==> src/design/psa_pkg.sv <==
// Package for the pooled slot allocator: request and response structs,
// request and status codes, field widths and the size code decoder.
// No dependencies.
package psa_pkg;

    localparam int SLOTS_DEF = 64;
    localparam int POOLS_DEF = 4;

    // Field widths fixed by the interface
    localparam int SLOT_W = 6;
    localparam int CNT_W  = 7;
    localparam int CODE_W = 8;
    localparam int PIDX_W = 3;

    // Slots examined per scan cycle
    localparam int SCAN_W = 8;

    localparam logic [CODE_W-1:0] SIZE_CODE_0 = 8'he8;
    localparam logic [CODE_W-1:0] SIZE_CODE_1 = 8'h94;
    localparam logic [CODE_W-1:0] SIZE_CODE_2 = 8'hac;
    localparam logic [CODE_W-1:0] SIZE_CODE_3 = 8'h18;

    typedef enum logic [1:0] {
        REQ_ALLOC    = 2'd0,
        REQ_FREE     = 2'd1,
        REQ_USE      = 2'd2,
        REQ_FREE_ALL = 2'd3
    } psa_req_type_t;

    typedef enum logic [1:0] {
        ST_DONE    = 2'd0,
        ST_UNKNOWN = 2'd1,
        ST_FULL    = 2'd2
    } psa_status_t;

    typedef struct packed {
        psa_req_type_t       req_type;
        logic [CODE_W-1:0]   size_code;
        logic [SLOT_W-1:0]   slot;
    } psa_req_t;

    typedef struct packed {
        logic [SLOT_W-1:0]   granted_slot;
        psa_status_t         status;
        logic [CNT_W-1:0]    pool_used;
    } psa_rsp_t;

    typedef struct packed {
        logic                hit;
        logic [PIDX_W-1:0]   idx;
    } psa_pool_sel_t;

    function automatic psa_pool_sel_t pool_of(input logic [CODE_W-1:0] code);
        psa_pool_sel_t sel;
        sel.hit = 1'b1;
        sel.idx = '0;
        case (code)
            SIZE_CODE_0: sel.idx = 3'd0;
            SIZE_CODE_1: sel.idx = 3'd1;
            SIZE_CODE_2: sel.idx = 3'd2;
            SIZE_CODE_3: sel.idx = 3'd3;
            default:     sel.hit = 1'b0;
        endcase
        return sel;
    endfunction

endpackage

==> src/design/pooled_slot_allocator.sv <==
// Pooled slot allocator top level: per-pool busy bitmaps, created and in-use
// counts, and a sequencer around one eight-slot first-fit scanner.
// Depends on psa_pkg.

// Each request on the s_ channel produces exactly one response on the m_
// channel. The block takes one request at a time: s_ready is high only while
// the sequencer is idle, and a new request may be taken while the previous
// response still waits in the output register. Free, mark used, free all and
// requests with an unknown size code pass through the execute and result
// states to the output register. Allocate walks the pool's created slots eight
// at a time through one shared scan window, up to and including the first
// window that holds a free created slot, at most ceil(SLOTS/8) windows.
// Slot numbers are handed out lowest first; a pool with no free created slot
// creates the next one until SLOTS are created, after which allocate reports
// pool full. Reset clears all pools at once.
module pooled_slot_allocator #(
    parameter int SLOTS = psa_pkg::SLOTS_DEF,
    parameter int POOLS = psa_pkg::POOLS_DEF
) (
    input  logic              aclk,
    input  logic              aresetn,
    input  logic              s_valid,
    output logic              s_ready,
    input  psa_pkg::psa_req_t s_data,
    output logic              m_valid,
    input  logic              m_ready,
    output psa_pkg::psa_rsp_t m_data
);
    import psa_pkg::*;

    localparam int SLOT_IW = $clog2(SLOTS);
    localparam int POOL_W  = (POOLS > 1) ? $clog2(POOLS) : 1;

    typedef enum logic [3:0] {
        S_IDLE   = 4'b0001,
        S_EXEC   = 4'b0010,
        S_SCAN   = 4'b0100,
        S_RESULT = 4'b1000
    } state_t;

    state_t              state_reg, state_next;
    psa_req_type_t       req_reg, req_next;
    logic [SLOT_W-1:0]   slot_reg, slot_next;
    logic [POOL_W-1:0]   pool_reg, pool_next;
    logic                known_reg, known_next;
    logic [CNT_W-1:0]    base_reg, base_next;
    psa_rsp_t            res_reg, res_next;
    logic                m_valid_reg, m_valid_next;
    psa_rsp_t            m_data_reg, m_data_next;

    logic [SLOTS-1:0]    busy_reg [POOLS];
    logic [SLOTS-1:0]    busy_next [POOLS];
    logic [CNT_W-1:0]    created_reg [POOLS];
    logic [CNT_W-1:0]    created_next [POOLS];
    logic [CNT_W-1:0]    in_use_reg [POOLS];
    logic [CNT_W-1:0]    in_use_next [POOLS];

    psa_pool_sel_t       sel;
    logic                found;
    logic [2:0]          found_off;
    logic [CNT_W-1:0]    scan_idx;
    logic [CNT_W-1:0]    found_slot;
    logic [CNT_W:0]      base_step;
    logic [CNT_W-1:0]    cur_created;
    logic [CNT_W-1:0]    cur_in_use;
    logic                cur_bit;

    assign s_ready = (state_reg == S_IDLE);
    assign m_valid = m_valid_reg;
    assign m_data  = m_data_reg;
    assign sel     = pool_of(s_data.size_code);

    assign cur_created = created_reg[pool_reg];
    assign cur_in_use  = in_use_reg[pool_reg];
    assign cur_bit     = busy_reg[pool_reg][slot_reg[SLOT_IW-1:0]];
    assign base_step   = {1'b0, base_reg} + (CNT_W+1)'(SCAN_W);

    // Scan window: lowest free created slot among the eight at base_reg
    always_comb begin
        found     = 1'b0;
        found_off = '0;
        scan_idx  = '0;
        for (int j = SCAN_W - 1; j >= 0; j--) begin
            scan_idx = base_reg + CNT_W'(j);
            if ((scan_idx < cur_created) && !busy_reg[pool_reg][scan_idx[SLOT_IW-1:0]]) begin
                found     = 1'b1;
                found_off = 3'(j);
            end
        end
        found_slot = base_reg + CNT_W'(found_off);
    end

    always_comb begin
        state_next   = state_reg;
        req_next     = req_reg;
        slot_next    = slot_reg;
        pool_next    = pool_reg;
        known_next   = known_reg;
        base_next    = base_reg;
        res_next     = res_reg;
        m_valid_next = m_valid_reg;
        m_data_next  = m_data_reg;
        busy_next    = busy_reg;
        created_next = created_reg;
        in_use_next  = in_use_reg;

        if (m_valid_reg && m_ready) begin
            m_valid_next = 1'b0;
        end

        case (state_reg)
            S_IDLE: begin
                if (s_valid) begin
                    req_next   = s_data.req_type;
                    slot_next  = s_data.slot;
                    pool_next  = sel.idx[POOL_W-1:0];
                    known_next = sel.hit && (32'(sel.idx) < POOLS);
                    state_next = S_EXEC;
                end
            end
            S_EXEC: begin
                res_next.granted_slot = '0;
                res_next.status       = ST_DONE;
                res_next.pool_used    = '0;
                state_next            = S_RESULT;
                if (req_reg == REQ_FREE_ALL) begin
                    for (int p = 0; p < POOLS; p++) begin
                        busy_next[p]   = '0;
                        in_use_next[p] = '0;
                    end
                end else if (!known_reg) begin
                    res_next.status = ST_UNKNOWN;
                end else if (req_reg == REQ_ALLOC) begin
                    base_next  = '0;
                    state_next = S_SCAN;
                end else begin
                    res_next.pool_used = cur_in_use;
                    // Ignore slots that were never created
                    if (CNT_W'(slot_reg) < cur_created) begin
                        if (req_reg == REQ_FREE && cur_bit) begin
                            busy_next[pool_reg][slot_reg[SLOT_IW-1:0]] = 1'b0;
                            in_use_next[pool_reg] = cur_in_use - CNT_W'(1);
                            res_next.pool_used    = cur_in_use - CNT_W'(1);
                        end else if (req_reg == REQ_USE && !cur_bit) begin
                            busy_next[pool_reg][slot_reg[SLOT_IW-1:0]] = 1'b1;
                            in_use_next[pool_reg] = cur_in_use + CNT_W'(1);
                            res_next.pool_used    = cur_in_use + CNT_W'(1);
                        end
                    end
                end
            end
            S_SCAN: begin
                if (found) begin
                    busy_next[pool_reg][found_slot[SLOT_IW-1:0]] = 1'b1;
                    in_use_next[pool_reg] = cur_in_use + CNT_W'(1);
                    res_next.granted_slot = found_slot[SLOT_W-1:0];
                    res_next.pool_used    = cur_in_use + CNT_W'(1);
                    state_next            = S_RESULT;
                end else if (base_step >= {1'b0, cur_created}) begin
                    // No free created slot: create the next one, or report full
                    if (cur_created < CNT_W'(SLOTS)) begin
                        busy_next[pool_reg][cur_created[SLOT_IW-1:0]] = 1'b1;
                        created_next[pool_reg] = cur_created + CNT_W'(1);
                        in_use_next[pool_reg]  = cur_in_use + CNT_W'(1);
                        res_next.granted_slot  = cur_created[SLOT_W-1:0];
                        res_next.pool_used     = cur_in_use + CNT_W'(1);
                    end else begin
                        res_next.status    = ST_FULL;
                        res_next.pool_used = cur_in_use;
                    end
                    state_next = S_RESULT;
                end else begin
                    base_next = base_step[CNT_W-1:0];
                end
            end
            S_RESULT: begin
                // Hold until the output register is free
                if (!m_valid_reg || m_ready) begin
                    m_data_next  = res_reg;
                    m_valid_next = 1'b1;
                    state_next   = S_IDLE;
                end
            end
            default: begin
                state_next = S_IDLE;
            end
        endcase
    end

    always_ff @(posedge aclk) begin
        if (!aresetn) begin
            state_reg   <= S_IDLE;
            m_valid_reg <= 1'b0;
            busy_reg    <= '{default: '0};
            created_reg <= '{default: '0};
            in_use_reg  <= '{default: '0};
        end else begin
            state_reg   <= state_next;
            m_valid_reg <= m_valid_next;
            busy_reg    <= busy_next;
            created_reg <= created_next;
            in_use_reg  <= in_use_next;
        end
        req_reg    <= req_next;
        slot_reg   <= slot_next;
        pool_reg   <= pool_next;
        known_reg  <= known_next;
        base_reg   <= base_next;
        res_reg    <= res_next;
        m_data_reg <= m_data_next;
    end

endmodule

==> config.mk <==
export PLATFORM = sky130hd
export DESIGN_NAME = pooled_slot_allocator
export DESIGN_NICKNAME = d
export VERILOG_FILES = /design/src/design/psa_pkg.sv /design/src/design/pooled_slot_allocator.sv
export SDC_FILE = /design/constraint.sdc
export NUM_CORES = 2
export LEC_CHECK = 0
export BUFFER_PORTS_ARGS = -buffer_cell sky130_fd_sc_hd__clkbuf_2
export CORE_UTILIZATION = 46
export DETAILED_ROUTE_END_ITERATION = 8
export HOLD_SLACK_MARGIN = 0.05
export PLACE_DENSITY = 0.72
export SYNTH_ARGS = -nofsm -noshare
export SYNTH_HDL_FRONTEND = slang
export SYNTH_SLANG_ARGS = --single-unit
==> constraint.sdc <==
create_clock -name aclk -period 7.04 [get_ports aclk]
set_clock_uncertainty 0.05 [all_clocks]
set_input_delay 1.056 -clock aclk [delete_from_list [all_inputs] [get_ports aclk]]
set_output_delay 1.056 -clock aclk [all_outputs]
set_load 0.02 [all_outputs]
# After elaboration in Yosys (flattened, before gate mapping)
# Index checks and enable logic that the tools add are counted.
# op_classes
n_mux,114
n_bitwise,7
addsub,12
n_eq_ne,26
div,0
n_reduce_logical,39
magnitude_cmp,28
n_mul,0
shifts,0
# ops
op,count
$mux W256,9
$or A256 B256 Y256,3
$pmux W256 S2,1
$demux W64 S2,3
$mux W64,5
$and A256 B256 Y256,1
$not A256 Y256,1
$mux W28,9
$bmux W64 S2,1
$mux W7,17
$bwmux W28,3
$lt A6 B7 Y1 const B,11
$lt A7 B7 Y1,8
$pmux W28 S2,1
$bmux W1 S6,9
$pmux W15 S2,1
$add A7 B3 Y7 const B,4
$bmux W7 S2,2
$mux W4,7
$mux W1,25
$eq A8 B8 Y1 const B,3
$mux W3,8
$add A7 B1 Y7 const B,3
$demux W1 S6,3
42 further kinds,88
# totals
mem_count,0
inputBits,20
word_cells,251
register_bits,365
ramBits,0
rom_bits,0
latch_bits,0
output_inout_bits,17

# Logic depth before layout (Yosys ltp)
# depth
ltp_word,26
mapped_depth,23
mapped_depth_nobuf,14

# Worst setup path before layout
# OpenSTA, ideal clock, no wires.
# synth_path
path_type,reg2reg
from,register pool_reg[1]
to,register res_reg[10] (netlist bit) (enable)
n_path_buf,8
required_ns,6.671
path_stages_with_launch,21
slack_ns,1.710
arrival_ns,4.961
period_less_slack_ns,5.330
path_cell_list,edfxtp_1 > buf_2 > buf_6 > buf_6 > buf_2 > buf_2 > mux4_2 > inv_1 > ha_1 > a21oi_1 > o21ai_0 > nand4b_1 > or4_1 > and4_1 > buf_2 > nand3_2 > clkbuf_1 > clkbuf_1 > o21ai_0 > nand2_1 > o21a_1
# synth_via
elab_chain_cells,18
word_cells_on_any_way,60
# synth_rtl
item,line_no,source
"start, declared",pooled_slot_allocator.sv:44,"logic [POOL_W-1:0] pool_reg, pool_next;"
"start signal, assigned",pooled_slot_allocator.sv:206,pool_reg <= pool_next;
$not A2 Y3 (not written as such) *,"pooled_slot_allocator.sv:73, pooled_slot_allocator.sv:85",
$bmux W64 S2,pooled_slot_allocator.sv:85,if ((scan_idx < cur_created) && !busy_reg[pool_reg][scan_idx[SLOT_IW-1:0]]) begin
$mux W64 (not written as such) (2 in a row),pooled_slot_allocator.sv:85,
$bmux W1 S6,pooled_slot_allocator.sv:85,
$mux W1 (not written as such),pooled_slot_allocator.sv:85,
$logic_not A1 Y1,pooled_slot_allocator.sv:85,
$logic_and A1 B1 Y1,pooled_slot_allocator.sv:85,
$mux W1 (8 in a row),pooled_slot_allocator.sv:85,
$ne A3 B3 Y1 (no source line),--,
$reduce_and A3 Y1 (no source line) *,--,
"end signal, assigned",pooled_slot_allocator.sv:209,res_reg <= res_next;
"end, declared",pooled_slot_allocator.sv:47,"psa_rsp_t res_reg, res_next;"
# Mark *: on every way between the ends. The rest lies on a longest branch, timed or not. The select of a mux whose other input is x is not followed.
# A chain may end at the register's enable or synchronous reset.

# Worst setup path in the final report
# layout_path
from,register pool_reg[1]
to,register busy_reg[155] (netlist bit)
# layout_via
elab_chain_cells,26
word_cells_on_any_way,111
# layout_rtl
item,line_no,source
$not A2 Y3 (not written as such) *,--,
$bmux W64 S2,"pooled_slot_allocator.sv:75, pooled_slot_allocator.sv:85",
$mux W64 (not written as such) (2 in a row),"pooled_slot_allocator.sv:75, pooled_slot_allocator.sv:85",
$bmux W1 S6,pooled_slot_allocator.sv:85,
$mux W1 (not written as such),pooled_slot_allocator.sv:85,
$logic_not A1 Y1,pooled_slot_allocator.sv:85,
$logic_and A1 B1 Y1,pooled_slot_allocator.sv:85,
$mux W3 (8 in a row),pooled_slot_allocator.sv:85,
[2 not listed],--,
$logic_and A1 B1 Y1 (not written as such),pooled_slot_allocator.sv:154,busy_next[pool_reg][found_slot[SLOT_IW-1:0]] = 1'b1;
$mux W1 (not written as such),pooled_slot_allocator.sv:154,
$demux W1 S6,pooled_slot_allocator.sv:154,
$mux W64 (not written as such),pooled_slot_allocator.sv:154,
$demux W64 S2,pooled_slot_allocator.sv:154,
$or A256 B256 Y256 (no source line),--,
$mux W256,pooled_slot_allocator.sv:153,if (found) begin
$pmux W256 S2,pooled_slot_allocator.sv:111,case (state_reg)
"end signal, assigned",pooled_slot_allocator.sv:200,busy_reg <= busy_next;
"end, declared",pooled_slot_allocator.sv:51,logic [SLOTS-1:0] busy_reg [POOLS];
# Marks and branches as above.

==> summary.md <==
| Metric | Value |
|---|---|
| Most used routing layer | met2 |
| # rows | 89 |
| Multi-input gate area | 0.0181 mm2 |
| CTS Sinks | about 360 |
| Initial core utilization | ~47% |
| Leading cell type in the layout, fill and taps excluded | a21oi_1 |
| Initial antenna violation count | 13 |
| Cts bufs inserted | 45 |
| Synthesized instance count | 3492 |
| Dpl cells | 3995 |
| Die area | 0.0612 mm2 |
| RD Place Congestion | 1.13 |
| Fin util | 50.1% |
| Worst setup EP type | flop |
| Worst-skew pair later-pin latency | 0.61 ns |
| Hold-fix buffers, CTS | 0 |
| Initial DRC count | 5555 |
| Outcome | complete, no violations |
| RSZ-0062 raised after global routing | false |
| Worst Tran Pin Value | roughly 1.4 ns |
| Number of global-route vias before repair | 28685 |
| Clk slew on worst S/H paths | 0.07 ns |
| Area grow syn2layout | 7.10% |
| Avg Inst Size Synth | around 7.9 um2 |
| Net Sw Frac | 30.8% |
| Slew HR | 6.78% |
| Max Fanout on Critical Path | 18 |
| Worst Path Arrival | 7.24 ns |
| Critical path class | flop to flop |
| Wirelength, routed | 131 mm |
| Drt via density | 7.77 |
| GR Util met1 | a little under three fifths |
| Startpoint types | flop |
| Pint | 0.00375 W |
| Chip width | 247 um |
| Seq/Total Area, Yosys | between 20% and 30% |
| Die height | around 250 um |
| Clk root buf | clkbuf_16 |
| CTS tree | yes |
| Most used cell, CP | o211ai_1 |
| Max FFs per register | between 200 and 300 |
| Total global-route track usage | 41.4% |
| Dominant cells by area after synthesis | dfxtp_1 23%, a21oi_1 5.9%, mux2i_1 5.3%, edfxtp_1 4.9%, a311oi_1 4.1% |
| Final setup violation count | 0 |
| Deepest clock path buffer count | 3 |
| Share of layout cells above drive strength 1 | 11.7% |
| Buf/Inv on CP | 1 |
| HPWL reported at the end of detailed placement | ~86 mm |
| Clock network power share | 45.3% |
| Pin count of the biggest net entering global routing | ~130 |
| Sequence of cells on the critical path | mux2i_1 -> nand2_1 -> o21a_1 -> inv_1 -> ha_1 -> nand4b_1 -> o221ai_1 -> a21oi_1 -> o211ai_1 -> and4_2 -> nand4_1 -> o22ai_1 -> o211ai_1 -> a221oi_1 |
| Maximum VDD drop | 0.151 mV |
| H-tree depth | 2 |
| Fillcell total | 5743 |
| I/O Buffers | 36 |
| CORE AREA | 0.0592 mm2 |
| Fmax | approximately 150 MHz |
| Final hold viol count | 0 |
| WL/cell | roughly 32 um |
| # IOs | 37 |
| CP required | 7.48 ns |
| Min cycle time layout | 6.81 ns |
| Reg area | between 0.007 and 0.008 mm2 |
| DRT Pass-1 Iters | 7 |
| Pwr dens | 183 mW/mm2 |
| Async SR Flop Fraction | 0% |
| Synth unique cells | 92 |
| Met2 Use GR | 57.6% |
| Most frequent cells in the layout | 325 x a21oi_1, 317 x dfxtp_1, 283 x nor2_1, 236 x nand2_1, 147 x mux2i_1 |
| DRC Markers | 0 |
| Cell Count, Final, Fillers Out | just over 4000 |
| Post-synth EDFFs | 45 |
| Met3 Use GR | 14.6% |
| First-pass GRT wire length | 192 mm |
| Largest area contributor in the netlist | dfxtp_1 |
| Post-Syn Nets | around 3500 |
| Final ANT Viol Nets | 0 |
| Total power draw | 0.00543 W |
| Sw Pwr | about 0.0017 W |
| CP top delay family | compound AO/OA/AOI/OAI gates |
| Synthesis Warnings | 0 |
| Seq cells post-synth | ~360 |
| Mapped cell area | 0.0277 mm2 |
| Primary FF master, synth | dfxtp_1 |
| Largest stage delay, worst path | 0.96 ns |
| Total number of vias | 31677 |
| Top-area cell type share of the netlist area | 22.9% |
| Sequential power share | about two fifths |
| Crit share post-route | a little over nine tenths |
| Max Transition Viols Final | 0 |
| Gate power share | 14.7% |
| Post-CTS setup buffers | 0 |
| Hold Crit Class | flop to flop |
| Total congestion overflow | 0 |
| Critical-path top delay cell | nand4_1 |
| Final nets | approximately 3300 |
| Post-Route Setup TNS | 0 ns |
| Leakage power | between 8 and 9 nW |
| MaxCap Viol Count | 0 |
| Worst hold margin | 0.358 ns |
==> per-stage QoR <==
stage / cell area (um2) / worst slack, ns
after floorplan: 27700 / 1.71
final: 29700 / 0.234
after CTS: 29700 / 0.581
after detailed placement: 28200 / 0.629
after global placement: 28200 / 0.909
after global routing: 29700 / 0.176
==> layer usage <==
layer,vias to the layer above,share of wire [%]
met2,2641,40
met3,628,15
met1,14979,38
met4,10,6.4
li1,13419,-
met5,-,0.070
==> worst reg2reg max path, cell delays in order (launching register included) <==
cell      delay, ns
edfxtp_1       0.76
mux2i_1        0.16
nand2_1        0.09
o21a_1         0.49
inv_1          0.30
ha_1           0.37
nand4b_1       0.31
o221ai_1       0.78
a21oi_1        0.09
o211ai_1       0.46
and4_2         0.68
nand4_1        0.96
o22ai_1        0.73
o211ai_1       0.17
a221oi_1       0.27
==> synth_stat cells (29+ instances only) <==
cell type	count
nor4_1	87
o21ai_0	115
mux4_2	36
o32ai_1	53
a21oi_1	327
nor4b_1	47
o22ai_1	126
nor2_1	287
clkbuf_1	284
nand3_1	77
a311o_1	43
o31ai_1	57
edfxtp_1	45
buf_2	74
o21a_1	64
mux2i_1	147
a32oi_1	58
a211oi_1	96
nor3_1	141
nand2_1	237
o2111ai_1	29
a311oi_1	129
dfxtp_1	317
nand4_1	44
inv_1	78
o221a_2	71
==> worst paths after layout <==
check                                 start       endpoint  slack (ns)  cells after the start
worst max-delay path            pool_reg[1]  busy_reg[155]        0.23                     14
worst min-delay path             res_reg[2]      m_data[2]        0.36                      0
worst max register to register  pool_reg[1]  busy_reg[155]        0.23                     14
worst min register to register   res_reg[2]      m_data[2]        0.36                      0
==> cells by family (layout without fill, tap and decap cells) <==
logic type | count (synthesis) | in the layout | synth area share, %
AOI/OAI and AO/OA | 1354 | 1354 | 35.5
and+or+nand+nor | 1056 | 1056 | 19.4
buffers and inverters | 493 | 303 | 7.44
DFF | 362 | 362 | 27.8
muxes | 187 | 187 | 8.40
xor gates and xnor gates | 22 | 22 | 0.695
adders and majority gates | 18 | 18 | 0.812
other | 0 | 3 | 0
==> what timing repair did <==
item	4_1_cts	5_1_grt
gates resized for setup	0	1
setup endpoints to repair	0	1
hold endpoints to repair	0	0
==> layout make-up <==
class                      instances  share of cell area (%)
antenna                            3                  0.0253
clock buffer                      68                    4.70
clock inverter                    12                   0.430
inverter                          83                    1.06
multi-input combinational       2637                    60.9
sequential                       362                    25.9
tap                              773                    3.26
timing repair buffer             140                    3.68
==> power groups by stage <==
| stage | Clock [W] | Sequential [W] | Combinational [W] |
|---|---|---|---|
| finish | 0.00246 | 0.00217 | 0.000799 |
| global route | 0.00253 | 0.00217 | 0.000811 |
| CTS | 0.00245 | 0.00216 | 0.000749 |
| detailed placement | 0 | 0.00221 | 0.000748 |
| global placement | 0 | 0.00221 | 0.000746 |
| floorplan | 0 | 0.00218 | 0.000512 |
Power figures use the tool's default switching activity.
